## config.mk

```make
export PLATFORM = sky130hd
export DESIGN_NAME = ordered_value_list
export DESIGN_NICKNAME = d
export VERILOG_FILES = /design/src/rtl/core/ovl_pkg.sv /design/src/rtl/core/ordered_value_list.sv /design/src/rtl/core/ovl_cell.sv /design/src/rtl/core/ovl_find.sv
export SDC_FILE = /design/constraint.sdc
export NUM_CORES = 1
export LEC_CHECK = 0
export BUFFER_PORTS_ARGS = -buffer_cell sky130_fd_sc_hd__buf_2
export CORE_ASPECT_RATIO = 2
export CORE_UTILIZATION = 35
export CTS_BUF_LIST = sky130_fd_sc_hd__clkbuf_8
export CTS_CLUSTER_DIAMETER = 40
export DETAILED_ROUTE_END_ITERATION = 7
export SYNTH_ARGS = -nofsm -noshare
export SYNTH_HDL_FRONTEND = slang
export SYNTH_SLANG_ARGS = --single-unit
```

## constraint.sdc

```tcl
create_clock -name clk -period 9.1 [get_ports clk]
set_input_delay 0.91 -clock clk [delete_from_list [all_inputs] [get_ports clk]]
set_output_delay 0.91 -clock clk [all_outputs]
set_load 0.01 [all_outputs]
```

## src/rtl/core/ovl_pkg.sv

```systemverilog
// Package for the ordered value list: sizes, action codes and cell control types.
// Used by every module under rtl/core; depends on nothing else.

package ovl_pkg;

	// List capacity and the widths that follow from it.
	localparam int CAPACITY = 16;
	localparam int CNT_W    = $clog2(CAPACITY + 1);
	localparam int IDX_W    = $clog2(CAPACITY);
	localparam int DATA_W   = 32;
	localparam int ACT_W    = 3;

	// Action codes carried by an input item.
	typedef enum logic [ACT_W-1:0] {
		ACT_APPEND = 3'd0,
		ACT_INSERT = 3'd1,
		ACT_FIND   = 3'd2,
		ACT_READ   = 3'd3,
		ACT_RESIZE = 3'd4
	} act_t;

	// What a cell does with its entry at the next clock edge.
	typedef enum logic [1:0] {
		CELL_HOLD,
		CELL_LOAD,
		CELL_SHIFT,
		CELL_ZERO
	} cell_op_t;

	typedef struct packed {
		cell_op_t op;
	} cell_ctrl_t;

endpackage

```

## src/rtl/core/ordered_value_list.sv

```systemverilog
// Top level of the ordered value list: a row of cells, the per-cell control and the result register.
// Depends on ovl_pkg, ovl_cell and ovl_find.
//
//  Channel  | Handshake          | Fields
//  ---------+--------------------+---------------------------------------------
//  command  | start / busy       | action, position, value, new_length
//  result   | done (one cycle)   | ok, found, found_index, read_value, length
//
// All cells compare and shift in parallel at the accept edge,
// so busy stays low and a new item may follow in every cycle.
// The result appears with done in the cycle after the accept edge and lasts one cycle.
// Reset empties the list; the cell entries themselves are not cleared.
// The receiver cannot stall, so no result is ever held back.

module ordered_value_list (
	input  logic                       clk,
	input  logic                       arst_n,
	input  logic                       start,
	output logic                       busy,
	input  logic [ovl_pkg::ACT_W-1:0]  action,
	input  logic [ovl_pkg::CNT_W-1:0]  position,
	input  logic [ovl_pkg::DATA_W-1:0] value,
	input  logic [ovl_pkg::CNT_W-1:0]  new_length,
	output logic                       done,
	output logic                       ok,
	output logic                       found,
	output logic [ovl_pkg::IDX_W-1:0]  found_index,
	output logic [ovl_pkg::DATA_W-1:0] read_value,
	output logic [ovl_pkg::CNT_W-1:0]  length
);
	import ovl_pkg::*;

	logic                    accept;
	logic [CNT_W-1:0]        count_q;
	logic [CNT_W-1:0]        count_next;
	logic                    ok_next;
	logic                    append_ok;
	logic                    insert_ok;
	logic                    read_ok;
	logic                    resize_ok;
	logic                    find_hit;
	logic [IDX_W-1:0]        find_idx;
	logic [DATA_W-1:0]       entries   [CAPACITY];
	logic [CAPACITY-1:0]     match;
	logic [CAPACITY-1:0]     hits;

	logic                    done_q;
	logic                    ok_q;
	logic                    found_q;
	logic [IDX_W-1:0]        found_index_q;
	logic [DATA_W-1:0]       read_value_q;

	assign busy   = 1'b0;
	assign accept = start && !busy;

	// Range and capacity checks for the incoming item.
	assign append_ok = (count_q < CNT_W'(CAPACITY));
	assign insert_ok = (position <= count_q) && (count_q < CNT_W'(CAPACITY));
	assign read_ok   = (position < count_q);
	assign resize_ok = (new_length <= CNT_W'(CAPACITY));

	// Outcome and new length of the item.
	always_comb begin
		ok_next    = 1'b0;
		count_next = count_q;
		case (act_t'(action))
			ACT_APPEND: begin
				ok_next = append_ok;
				if (append_ok) count_next = count_q + CNT_W'(1);
			end
			ACT_INSERT: begin
				ok_next = insert_ok;
				if (insert_ok) count_next = count_q + CNT_W'(1);
			end
			ACT_FIND: begin
				ok_next = 1'b1;
			end
			ACT_READ: begin
				ok_next = read_ok;
			end
			ACT_RESIZE: begin
				ok_next = resize_ok;
				if (resize_ok) count_next = new_length;
			end
			default: begin
				ok_next = 1'b0;
			end
		endcase
	end

	// Per-cell control and the row of cells.
	for (genvar i = 0; i < CAPACITY; i++) begin : g_cell
		logic [CNT_W-1:0]  pos_c;
		logic [DATA_W-1:0] left_c;
		cell_ctrl_t        ctrl_c;

		assign pos_c = CNT_W'(i);

		always_comb begin
			ctrl_c.op = CELL_HOLD;
			if (accept) begin
				case (act_t'(action))
					ACT_APPEND: begin
						if (append_ok && pos_c == count_q) ctrl_c.op = CELL_LOAD;
					end
					ACT_INSERT: begin
						if (insert_ok) begin
							if (pos_c == position) begin
								ctrl_c.op = CELL_LOAD;
							end else if (pos_c > position && pos_c <= count_q) begin
								ctrl_c.op = CELL_SHIFT;
							end
						end
					end
					ACT_RESIZE: begin
						if (resize_ok && pos_c >= count_q && pos_c < new_length) begin
							ctrl_c.op = CELL_ZERO;
						end
					end
					default: begin
						ctrl_c.op = CELL_HOLD;
					end
				endcase
			end
		end

		if (i == 0) begin : g_first
			assign left_c = '0;
		end else begin : g_rest
			assign left_c = entries[i-1];
		end

		ovl_cell u_cell (
			.clk        (clk),
			.ctrl       (ctrl_c),
			.load_value (value),
			.left_entry (left_c),
			.key        (value),
			.entry      (entries[i]),
			.match      (match[i])
		);

		// Only cells inside the current length take part in a search.
		assign hits[i] = match[i] && (pos_c < count_q);
	end

	ovl_find u_find (
		.hits  (hits),
		.found (find_hit),
		.index (find_idx)
	);

	// Length and result strobe.
	always_ff @(posedge clk or negedge arst_n) begin
		if (!arst_n) begin
			count_q <= '0;
			done_q  <= 1'b0;
		end else begin
			done_q <= accept;
			if (accept) count_q <= count_next;
		end
	end

	// Result payload, captured at the accept edge.
	always_ff @(posedge clk) begin
		if (accept) begin
			ok_q          <= ok_next;
			found_q       <= (act_t'(action) == ACT_FIND) && find_hit;
			found_index_q <= (act_t'(action) == ACT_FIND && find_hit) ? find_idx : '0;
			read_value_q  <= (act_t'(action) == ACT_READ && read_ok)
				? entries[position[IDX_W-1:0]] : '0;
		end
	end

	assign done        = done_q;
	assign ok          = ok_q;
	assign found       = found_q;
	assign found_index = found_index_q;
	assign read_value  = read_value_q;
	assign length      = count_q;

	// A result is only shown in the cycle after an accepted item.
	a_done_follows_accept: assert property (@(posedge clk) disable iff (!arst_n)
		done |-> $past(start && !busy))
		else $error("result strobe without an accepted item");

	// A rejected item leaves the length alone.
	a_reject_keeps_length: assert property (@(posedge clk) disable iff (!arst_n)
		(done && !ok) |-> (length == $past(length)))
		else $error("rejected item changed the length");

	// A match is never reported for a failed item, and a miss reports index zero.
	a_found_consistent: assert property (@(posedge clk) disable iff (!arst_n)
		(done && !found) |-> (found_index == '0))
		else $error("nonzero index without a match");

	a_found_implies_ok: assert property (@(posedge clk) disable iff (!arst_n)
		(done && found) |-> ok)
		else $error("match reported on a rejected item");

	// The length never passes the capacity.
	a_length_bound: assert property (@(posedge clk) disable iff (!arst_n)
		length <= CNT_W'(CAPACITY))
		else $error("length exceeds capacity");

endmodule

```

## src/rtl/core/ovl_cell.sv

```systemverilog
// One cell of the list: holds one entry, loads, takes its left neighbor or clears.
// Depends on ovl_pkg.

module ovl_cell (
	input  logic                       clk,
	input  ovl_pkg::cell_ctrl_t        ctrl,
	input  logic [ovl_pkg::DATA_W-1:0] load_value,
	input  logic [ovl_pkg::DATA_W-1:0] left_entry,
	input  logic [ovl_pkg::DATA_W-1:0] key,
	output logic [ovl_pkg::DATA_W-1:0] entry,
	output logic                       match
);
	import ovl_pkg::*;

	logic [DATA_W-1:0] entry_q;

	// Entry update; the entry carries no reset since only written cells are read.
	always_ff @(posedge clk) begin
		case (ctrl.op)
			CELL_LOAD:  entry_q <= load_value;
			CELL_SHIFT: entry_q <= left_entry;
			CELL_ZERO:  entry_q <= '0;
			default:    entry_q <= entry_q;
		endcase
	end

	// Local compare against the broadcast search key.
	assign match = (entry_q == key);
	assign entry = entry_q;

endmodule

```

## src/rtl/core/ovl_find.sv

```systemverilog
// First-match encoder over the per-cell match flags.
// Depends on ovl_pkg.

module ovl_find (
	input  logic [ovl_pkg::CAPACITY-1:0] hits,
	output logic                         found,
	output logic [ovl_pkg::IDX_W-1:0]    index
);
	import ovl_pkg::*;

	// Scan from the top so the lowest hit wins.
	always_comb begin
		index = '0;
		for (int i = CAPACITY - 1; i >= 0; i--) begin
			if (hits[i]) begin
				index = IDX_W'(i);
			end
		end
	end

	assign found = |hits;

endmodule

```

# --- After elaboration in Yosys (flattened, before gate mapping) ---
# Index checks and enable logic that the tools add are counted.
word_totals:
  ff_bits: 556
  inputBits: 48
  out_inout_bits: 45
op_classes:
  add_sub_neg: 1
  order_cmp: 85
  n_eq_ne: 101
  mux: 151
  bitwise: 2
  n_reduce_logical: 110
op_table:
  columns: ["cell", "count"]
  rows:
  - ["$pmux 32 s3", 15]
  - ["$eq 32x32->1", 16]
  - ["$mux 2", 82]
  - ["$bmux 32 s4", 1]
  - ["$pmux 2 s3", 16]
  - ["$logic_and 1x1->1", 83]
  - ["$eq 4x5->1 const A", 16]
  - ["$lt 4x5->1 const A", 16]
  - ["$eq 2x2->1 const B", 32]
  - ["$mux 32", 2]
  - ["$pmux 32 s2", 1]
  - ["$reduce_bool 3->1", 16]
  - ["$eq 3x5->1 const A", 8]
  - ["$ge 4x5->1 const A", 8]
  - ["$gt 4x5->1 const A", 8]
  - ["$le 4x5->1 const A", 8]
  - ["$lt 3x5->1 const A", 8]
  - ["$eq 2x1->1 const B", 16]
  - ["$mux 4", 8]
  - ["$eq 2x5->1 const A", 4]
  - ["$ge 3x5->1 const A", 4]
  - ["$gt 3x5->1 const A", 4]
  - ["$le 3x5->1 const A", 4]
  - ["$lt 1x5->1 const A", 4]
  - ["34 further kinds", 70]

# --- Depth between registers and ports, before layout ---
# Gate-level depths: netlist (run 1).
depth:
  ltp_word: 17
  depth_mapped: 17

# --- Modules after synthesis ---
# Synthesis (run 1) repeated with hierarchy kept, for this count alone.
unflattened:
  cells_unflattened: 3538
  hier_area_um2: 37397.1
by_module_without_submodules:
  columns: ["module", "n_inst", "cells_each", "area_each_um2", "seq_area_each_um2"]
  rows:
  - ["ovl_cell", 16, 182, 1876.8, 960.9]
  - ["ordered_value_list", 1, 592, 7191.9, 1291.2]
  - ["ovl_find", 1, 34, 176.4, 0.0]

# --- Worst setup path after synthesis (run 1) ---
# No wires, ideal clock.
synth_path:
  path_type: "input port to flip-flop"
  startpoint: "in position[0] (netlist name)"
  endpoint: "reg g_cell[2].u_cell.entry_q[0], enable pin"
  setup_time_ns: 0.432
  arrival_ns: 4.951
  t_required_ns: 8.668
  setup_slack_ns: 3.718
  cell_stages: 13
  path_buffers: 4
  cell_sequence: "clkbuf_1 > clkbuf_1 > inv_1 > ha_1 > and3_1 > a21oi_1 > or3_1 > buf_2 > or3_4 > nor2_1 > a221oi_1 > clkbuf_1 > a21oi_1"
synth_between:
  elab_chain_len: 9
synth_lines:
  columns: ["item", "line", "text"]
  rows:
  - ["start: declaration", "ordered_value_list.sv:21", "input logic [ovl_pkg::CNT_W-1:0] position,"]
  - ["$gt 2x5->1", "ordered_value_list.sv:110", "end else if (pos_c > position && pos_c <= count_q) begin"]
  - ["$logic_and 1x1->1", "ordered_value_list.sv:110", null]
  - ["$mux 2", "ordered_value_list.sv:110", null]
  - ["$mux 2", "ordered_value_list.sv:108", "if (pos_c == position) begin"]
  - ["$mux 2 (*)", "ordered_value_list.sv:107", "if (insert_ok) begin"]
  - ["$pmux 2 s3 (*)", "ordered_value_list.sv:102", "case (act_t'(action))"]
  - ["$mux 2 (*)", "ordered_value_list.sv:101", "if (accept) begin"]
  - ["$eq 2x1->1 / $eq 2x2->1 (equally long branches)", "ovl_cell.sv:19", "case (ctrl.op)"]
  - ["$reduce_bool 3->1 (no source line) (*)", null, null]
  - ["end signal: assignment", "ovl_cell.sv:20", "CELL_LOAD: entry_q <= load_value;"]
  - ["end signal: assignment", "ovl_cell.sv:21", "CELL_SHIFT: entry_q <= left_entry;"]
  - ["end signal: assignment", "ovl_cell.sv:23", "default: entry_q <= entry_q;"]
  - ["end: declaration", "ovl_cell.sv:15", "logic [DATA_W-1:0] entry_q;"]
# Mark *: on every way between the ends. The rest lies on a longest branch, timed or not.
# A chain may end at the register's enable or synchronous reset.

# --- Worst setup path after layout (run 1) ---
layout_path:
  startpoint: "reg count_q[4], in the netlist length[4]"
  endpoint: "reg g_cell[2].u_cell.entry_q[13], enable pin"
layout_between:
  elab_chain_len: 9
layout_lines:
  columns: ["item", "line", "text"]
  rows:
  - ["start: declaration", "ordered_value_list.sv:34", "logic [CNT_W-1:0] count_q;"]
  - ["start signal: assignment", "ordered_value_list.sv:160", "if (accept) count_q <= count_next;"]
  - ["$le 2x5->1", "ordered_value_list.sv:110", null]
  - ["$logic_and 1x1->1", "ordered_value_list.sv:110", null]
  - ["$mux 2", "ordered_value_list.sv:110", null]
  - ["$mux 2", "ordered_value_list.sv:108", null]
  - ["$mux 2", "ordered_value_list.sv:107", null]
  - ["$pmux 2 s3 (*)", "ordered_value_list.sv:102", null]
  - ["$mux 2 (*)", "ordered_value_list.sv:101", null]
  - ["$eq 2x1->1 / $eq 2x2->1 (equally long branches)", "ovl_cell.sv:19", null]
  - ["$reduce_bool 3->1 (no source line) (*)", null, null]
# Marked as above.

==> implementation parameters, run 1 <==
Parameter                              Value

Placed design
  Final GP Congestion ... 1.04
  Placed wire-length estimate ... 116000 microns
  Setup slack after placement ... 3640 ps
  I/O Buffers ... 91

Run
  Maximum Capacitance Violations ... 3

Logic synthesis
  Number of enable flip-flop cells after synthesis ... 550
  Async set-reset flop share out of synthesis ... 1.08%
  Synthesized instance count ... 3662
  Area fraction of the dominant cell type after synthesis ... 46.7%
  Count of yosys warnings during synthesis ... 0
  Syn avg cell area ... 9.66 sq um
  Library cell with the largest summed area after synthesis ... edfxtp_1
  Total standard cell area after synthesis ... 35400 sq um
  Part of the Yosys area used for sequential elements ... 47.1%
  Ranking of synthesized cells by area ... edfxtp_1, nand2_1, xnor2_1
  Synth Flop Type ... edfxtp_1
  Post-synth net total ... 3718
  Synth unique cells ... 59
  Post-synthesis register bit count ... 556

Setup path
  Data required time of the critical path ... 9460 ps
  Critical path peak fanout ... 33
  Buf/Inv on CP ... 2
  Arrival time at the worst endpoint ... 5790 ps
  Critical-path top delay cell ... a21oi_4
  Longest individual stage delay on the worst path ... 980 ps
  Chain of cells forming the critical path ... inv_1 -> ha_1 -> and3_1 -> o21ai_0 -> a21oi_1 -> or3_1 -> or3_4 -> nor2_1 -> a221oi_4 -> buf_4 -> a21oi_4
  Worst Setup Start Kind ... register
  Worst setup path class ... register to register
  Worst path top cell family by delay ... simple AND/OR/NAND/NOR gates
  Kind of capture point of the worst setup path ... register

Floorplan
  Width of the die ... 227 microns
  Number of top-level pins ... 93
  Number of cell rows ... 164
  Area of the core ... 99900 sq um
  Die area ... 102000 sq um
  Initial Util ... 35.4%
  Height of the die ... 452 microns

Outcome
  Violations in the final reports ... capacitance limit, slew limit
  Result of the run ... finished with violations

STA
  Final clock period utilization by the worst path ... 59.6%
  Final Hold Vio Count ... 0
  Relative slew slack ... -2.08%
  Min setup slack post-route ... 3670 ps
  Fin Setup TNS ... 0 ps
  Maximum operating frequency ... 0.184 GHz
  Final Setup Violations ... 0
  Fin crit period ... 5430 ps
  Worst clock skew ... 79.5 ps
  Setup repair after global routing missed its margin ... no
  Actual slew at the worst max-slew pin ... 1520 ps
  Fin. max-slew vios ... 2

Finish
  Fraction of final layout cells sized beyond drive strength 1 ... 12.6%
  Top library cells by usage in the layout, fill and taps aside ... nand2_1, edfxtp_1, o21ai_0
  Most common library cell in the layout ignoring fill and taps ... nand2_1
  Fraction of the core area covered by cells at the end of the flow ... 39.1%
  Nets@finish ... 3661
  Syn-to-layout area delta ... 10.6%

Global route
  Number of antenna violations at the first check in global routing ... 13
  Leftover overflow at the end of global routing ... 0
  Wire length of the first global-routing pass ... 228000 microns
  Pin count of the biggest net entering global routing ... 65
  Global Route Usage Sum ... 32.5%
  Number of global-route vias before repair ... 28300

Min path
  Type of the tightest min-delay check ... input pin to register

Clock tree
  Number of buffers inserted during clock tree synthesis ... 89
  Count of clock tree sinks ... 556
  Bufs on Longest Clock Path ... 3
  Cell at the root of the clock tree ... clkbuf_8
  TritonCTS clock tree ... yes
  H-Tree Level Count ... 3
  Clock input transition at the sequential cells of the worst setup and hold paths ... 60 ps
  Latest clock arrival within the worst-skew pair ... 820 ps
  # Post-CTS Setup Buffers ... 0

Power
  Cell Pwr Density ... 163 nW/um^2
  Maximum vdd ir drop ... 91.4 uV
  Leakage power figure ... 14.9 nW
  Total power draw ... 6.36 mW

Routing
  Wire length reported by the detailed router ... 165000 microns
  Antenna-violating nets left ... 0
  DR vias ... 29800
  DRT Pass-1 Iters ... 8
  Ratio of routed vias to standard cells ... 5.95
  Total DRC errors in the routed layout ... 0
  DRT iter0 DRCs ... 3354
  Routed wire per std cell ... 33.0 microns
[per-layer routing]
metal  GRT usage [%]  vias to the layer above  share of wire, %
met5               0                        -             0.032
met4            31.0                        8                13
met3            7.26                      638               8.3
met2            53.4                     1891                47
met1            33.9                    14300                32
li1                -                    12900                 -
[timing repair]
| item | in CTS | in global routing |
|---|---|---|
| hold buffers | 1 | 0 |
| hold endpoints to repair | 6 | 0 |
| endpoints found under the setup margin | 0 | 0 |
| gates resized for setup | 0 | 0 |
[final timing paths]
kind | start | endpoint | slack (ps) | cells after the start
hold / removal | new_length[0] | length[0]$_DFFE_PN0P_ | 470 | 3
min in group asynchronous | arst_n | length[1]$_DFFE_PN0P_ | 500 | 2
setup reg to reg | length[4]$_DFFE_PN0P_ | g_cell[2].u_cell.entry[13]$_DFFE_PP_ | 3670 | 11
max in group asynchronous | arst_n | done$_DFF_PN0_ | 8400 | 2
setup / recovery | length[4]$_DFFE_PN0P_ | g_cell[2].u_cell.entry[13]$_DFFE_PP_ | 3670 | 11
hold reg to reg | g_cell[8].u_cell.entry[23]$_DFFE_PP_ | g_cell[9].u_cell.entry[23]$_DFFE_PP_ | 620 | 1
[synth_stat cells, types with 4 or more instances]
master,instances
mux4_2,64
a22o_1,65
xnor2_1,286
a21o_1,6
buf_2,11
a21oi_1,71
dfrtp_1,6
or2_2,4
mux2_2,20
o31ai_1,5
buf_6,6
xor2_1,227
and2_1,39
ha_1,8
o21ai_1,32
a2111oi_0,32
nor3_1,23
o221ai_1,35
o21ai_0,448
o22ai_1,33
nand4_1,85
edfxtp_1,550
nor2b_1,7
and3_1,5
a31oi_1,5
a211oi_1,7
inv_1,15
nor2_1,59
buf_1,69
or4_1,4
nand3_1,28
or3_1,6
mux2i_1,109
nand2_1,908
nand2b_1,11
nor4_1,73
clkbuf_1,269
[registers in the layout, summed over array words and instances (netlist names)]
register,count
done,1
found,1
found_index,4
g_cell.u_cell.entry,512
length,5
ok,1
read_value,32
[area by class of cell]
type,instances,area (sq um)
inverter,15,56.3
fill,9765,60800
multi-input combinational,2734,17700
clock inverter,67,418
timing repair buffer,209,1370
tap,1328,1660
clock buffer,92,1270
antenna,5,12.5
sequential,556,16700
[report_power, final]
part | leakage, nW | switching, mW | internal, mW
combinational | 8.89 | 0.864 | 0.347
clock | 0.946 | 1.15 | 1.04
sequential | 5.07 | 0.0962 | 2.87
[worst reg2reg max path: cells and delay by family (launching register included)]
kind | cells | cell delay [ps]
adders and majority gates | 1 | 430
AOI/OAI and AO/OA | 4 | 1360
and+or+nand+nor | 4 | 1550
DFF | 1 | 850
buffers and inverters | 2 | 790
[stage by stage]
stage / std cells / instance area [sq um] / hold WS [ps]
after floorplan: 3662 / 35400 / 576
final: 5006 / 39100 / 473
after global placement: 4831 / 37300 / 591
after detailed placement: 4831 / 37300 / 604
after CTS: 4991 / 39000 / 426
after global routing: 5002 / 39100 / 455
[logic make-up after synthesis]
family          count (synthesis)  synth area share [%]
xor+xnor                      513                  12.7
compound gates                761                  12.6
buf+inv                       372                  4.14
fa+ha+maj                       8                 0.283
simple gates                 1258                  15.3
flops                         556                  47.1
other cells                     1                0.0106
mux                           193                  7.80
(Power assumes the default switching activity.)
==> inputs of run 2 (changes only) <==
- clock period: 9.1 -> 5.6 ns (I/O delays scaled with it)
==> implementation parameters, run 2 (synthesized netlist as in run 1, its figures left out) <==
Parameter                              Value

Routing
  DR vias ... 30200 (+1.4%)
  Wire length reported by the detailed router ... 171000 microns (+3.3%)
  Total DRC errors in the routed layout ... 0 (unchanged)
  DRT iter0 DRCs ... 3692 (+10%)
  Antenna-violating nets left ... 0 (unchanged)
  DRT Pass-1 Iters ... 6 (-2)
  Routed wire per std cell ... 33.7 microns (+2.3%)
  Ratio of routed vias to standard cells ... 5.98 (+0.45%)

STA
  Actual slew at the worst max-slew pin ... 1460 ps (-55.8 ps)
  Relative slew slack ... 1.92% (+4.0 points)
  Maximum operating frequency ... 0.218 GHz (+18%)
  Min setup slack post-route ... 1010 ps (-2660 ps)
  Worst clock skew ... 63.1 ps (-16.3 ps)
  Fin. max-slew vios ... 0 (-2)
  Final Hold Vio Count ... 0 (unchanged)
  Final Setup Violations ... 0 (unchanged)
  Setup repair after global routing missed its margin ... no
  Final clock period utilization by the worst path ... 81.9% (+22 points)
  Fin Setup TNS ... 0 ps (unchanged)
  Fin crit period ... 4590 ps (-839 ps)

Finish
  Most common library cell in the layout ignoring fill and taps ... nand2_1
  Nets@finish ... 3704 (+1.2%)
  Sequential cell area in the final layout ... 16700 sq um (unchanged)
  Max reg flops ... 512 (unchanged)
  Fill cell instance count of the final layout ... 9903 (+1.4%)
  Top library cells by usage in the layout, fill and taps aside ... nand2_1, edfxtp_1, o21ai_0
  Syn-to-layout area delta ... 12.0%
  Multi-input logic area ... 17700 sq um (about the same)
  Fraction of final layout cells sized beyond drive strength 1 ... 14.0% (+1.4 points)

Clock tree
  Number of buffers inserted during clock tree synthesis ... 85 (-4.5%)
  CTS resizes ... 0 (unchanged)
  Cell at the root of the clock tree ... clkbuf_8
  # Post-CTS Setup Buffers ... 0 (unchanged)
  TritonCTS clock tree ... yes
  Count of clock tree sinks ... 556 (unchanged)
  Clock input transition at the sequential cells of the worst setup and hold paths ... 70 ps (about the same)
  Latest clock arrival within the worst-skew pair ... 810 ps (about the same)
  Bufs on Longest Clock Path ... 3 (unchanged)
  H-Tree Level Count ... 3 (unchanged)

Setup path
  Arrival time at the worst endpoint ... 5100 ps (-690 ps)
  Start of the worst register-to-register path ... length[2]$_DFFE_PN0P_
  Kind of capture point of the worst setup path ... register
  Worst Setup Start Kind ... register
  Critical path peak fanout ... 64 (+94%)
  Chain of cells forming the critical path ... inv_1 -> ha_1 -> and3_1 -> o21ai_0 -> a21oi_1 -> or3_1 -> or3_4 -> nor2_1 -> nand3_1 -> a21o_2 -> nand2_1 -> o21ai_0
  Longest individual stage delay on the worst path ... 620 ps (-360 ps)
  Top cell by count, worst path ... o21ai_0
  Worst path top cell family by delay ... simple AND/OR/NAND/NOR gates
  Startpoint of the most critical setup path ... length[2]$_DFFE_PN0P_
  Buf/Inv on CP ... 1 (-1)
  Worst setup path class ... register to register
  Critical-path top delay cell ... a21o_2
  Data required time of the critical path ... 6110 ps (-3350 ps)

Global route
  Global Route Usage Sum ... 33.5% (+1.0 points)
  Wire length of the first global-routing pass ... 234000 microns (+2.5%)
  Leftover overflow at the end of global routing ... 0 (unchanged)
  Number of global-route vias before repair ... 28800 (+1.9%)
  Pin count of the biggest net entering global routing ... 65 (unchanged)
  Number of antenna violations at the first check in global routing ... 10 (-3)

Floorplan
  Die area ... 102000 sq um (unchanged)
  Width of the die ... 227 microns (unchanged)
  Number of top-level pins ... 93 (unchanged)
  Number of cell rows ... 164 (unchanged)
  Initial Util ... 35.4% (unchanged)
  Height of the die ... 452 microns (unchanged)
  Area of the core ... 99900 sq um (unchanged)

Placed design
  Setup slack after placement ... 1110 ps (-2530 ps)
  Placed wire-length estimate ... 122000 microns (+5.0%)
  I/O Buffers ... 91 (unchanged)
  Final GP Congestion ... 1.04 (+0.44%)

Power
  Leakage power figure ... 15.1 nW (+1.6%)
  Total power draw ... 10.6 mW (+67%)
  Cell Pwr Density ... 269 nW/um^2 (+65%)
  Maximum vdd ir drop ... 187 uV (+100%)

Run
  Maximum Capacitance Violations ... 0 (-3)

Min path
  Type of the tightest min-delay check ... input pin to asynchronous set/reset pin

Outcome
  Result of the run ... completed
[run 2: cell count changes in the layout (fill, tap and decap cells not counted), moves of 6 or more]
| cell | change |
|---|---|
| buf_4 | +45 |
| bufinv_16 | +6 |
| clkinv_2 | +8 |
| inv_1 | -9 |
| clkbuf_8 | -6 |
[run 2: final timing paths]
path	to	slack, ps	cells past startpoint
hold reg to reg	g_cell[10].u_cell.entry[23]$_DFFE_PP_	620	1
setup / recovery	g_cell[3].u_cell.entry[10]$_DFFE_PP_	1010	12
hold / removal	done$_DFF_PN0_	130	2
min in group clk	length[0]$_DFFE_PN0P_	180	3
setup reg to reg	g_cell[3].u_cell.entry[10]$_DFFE_PP_	1010	12
max in group asynchronous	length[2]$_DFFE_PN0P_	5240	2
[run 2: power breakdown]
part	switching, mW	internal (mW)
Combinational	1.51	0.599
Clock	1.90	1.87
Sequential	0.0995	4.66
Total	3.51	7.13
[run 2: routing by layer]
layer / GRT usage, % / vias to the layer above / routed length (microns)
li1: - / 13000 / -
met1: 35.3 / 14700 / 54200
met2: 54.3 / 1903 / 79800
met3: 7.58 / 572 / 15400
met4: 32.8 / 6 / 21000
met5: 0 / - / 40
[run 2: final cells by class]
cell class                      count  share of cell area [%]
Multi-Input combinational cell   2734                    44.6
Sequential cell                   556                    42.1
Timing Repair Buffer              256                    4.48
Tap cell                         1328                    4.19
Clock buffer                       85                    2.95
Clock inverter                     73                    1.54
Inverter                           15                   0.142
Antenna cell                        7                  0.0442
[run 2: timing repair]
item | in CTS | in global routing
setup endpoints to repair | 0 | 0
hold buffers | 1 | 0
hold endpoints to repair | 6 | 0
[run 2: metrics by stage]
step           cells  hold WS [ps]  util [%]  cell area (sq um)
2_1_floorplan   3662           264         -              35400
3_3_place_gp    4882           443      37.8              37700
3_5_place_dp    4882           442      37.8              37700
4_1_cts         5041           117      39.6              39500
5_1_grt         5049           171      39.6              39600
6_report        5054           135      39.6              39600
[run 2: worst reg2reg max path, cell delays in order (launching register included)]
cell and delay [ps]:
dfrtp_1 610, inv_1 260, ha_1 330, and3_1 180, o21ai_0 120, a21oi_1 180, or3_1 520, or3_4 410
nor2_1 390, nand3_1 330, a21o_2 620, nand2_1 260, o21ai_0 110
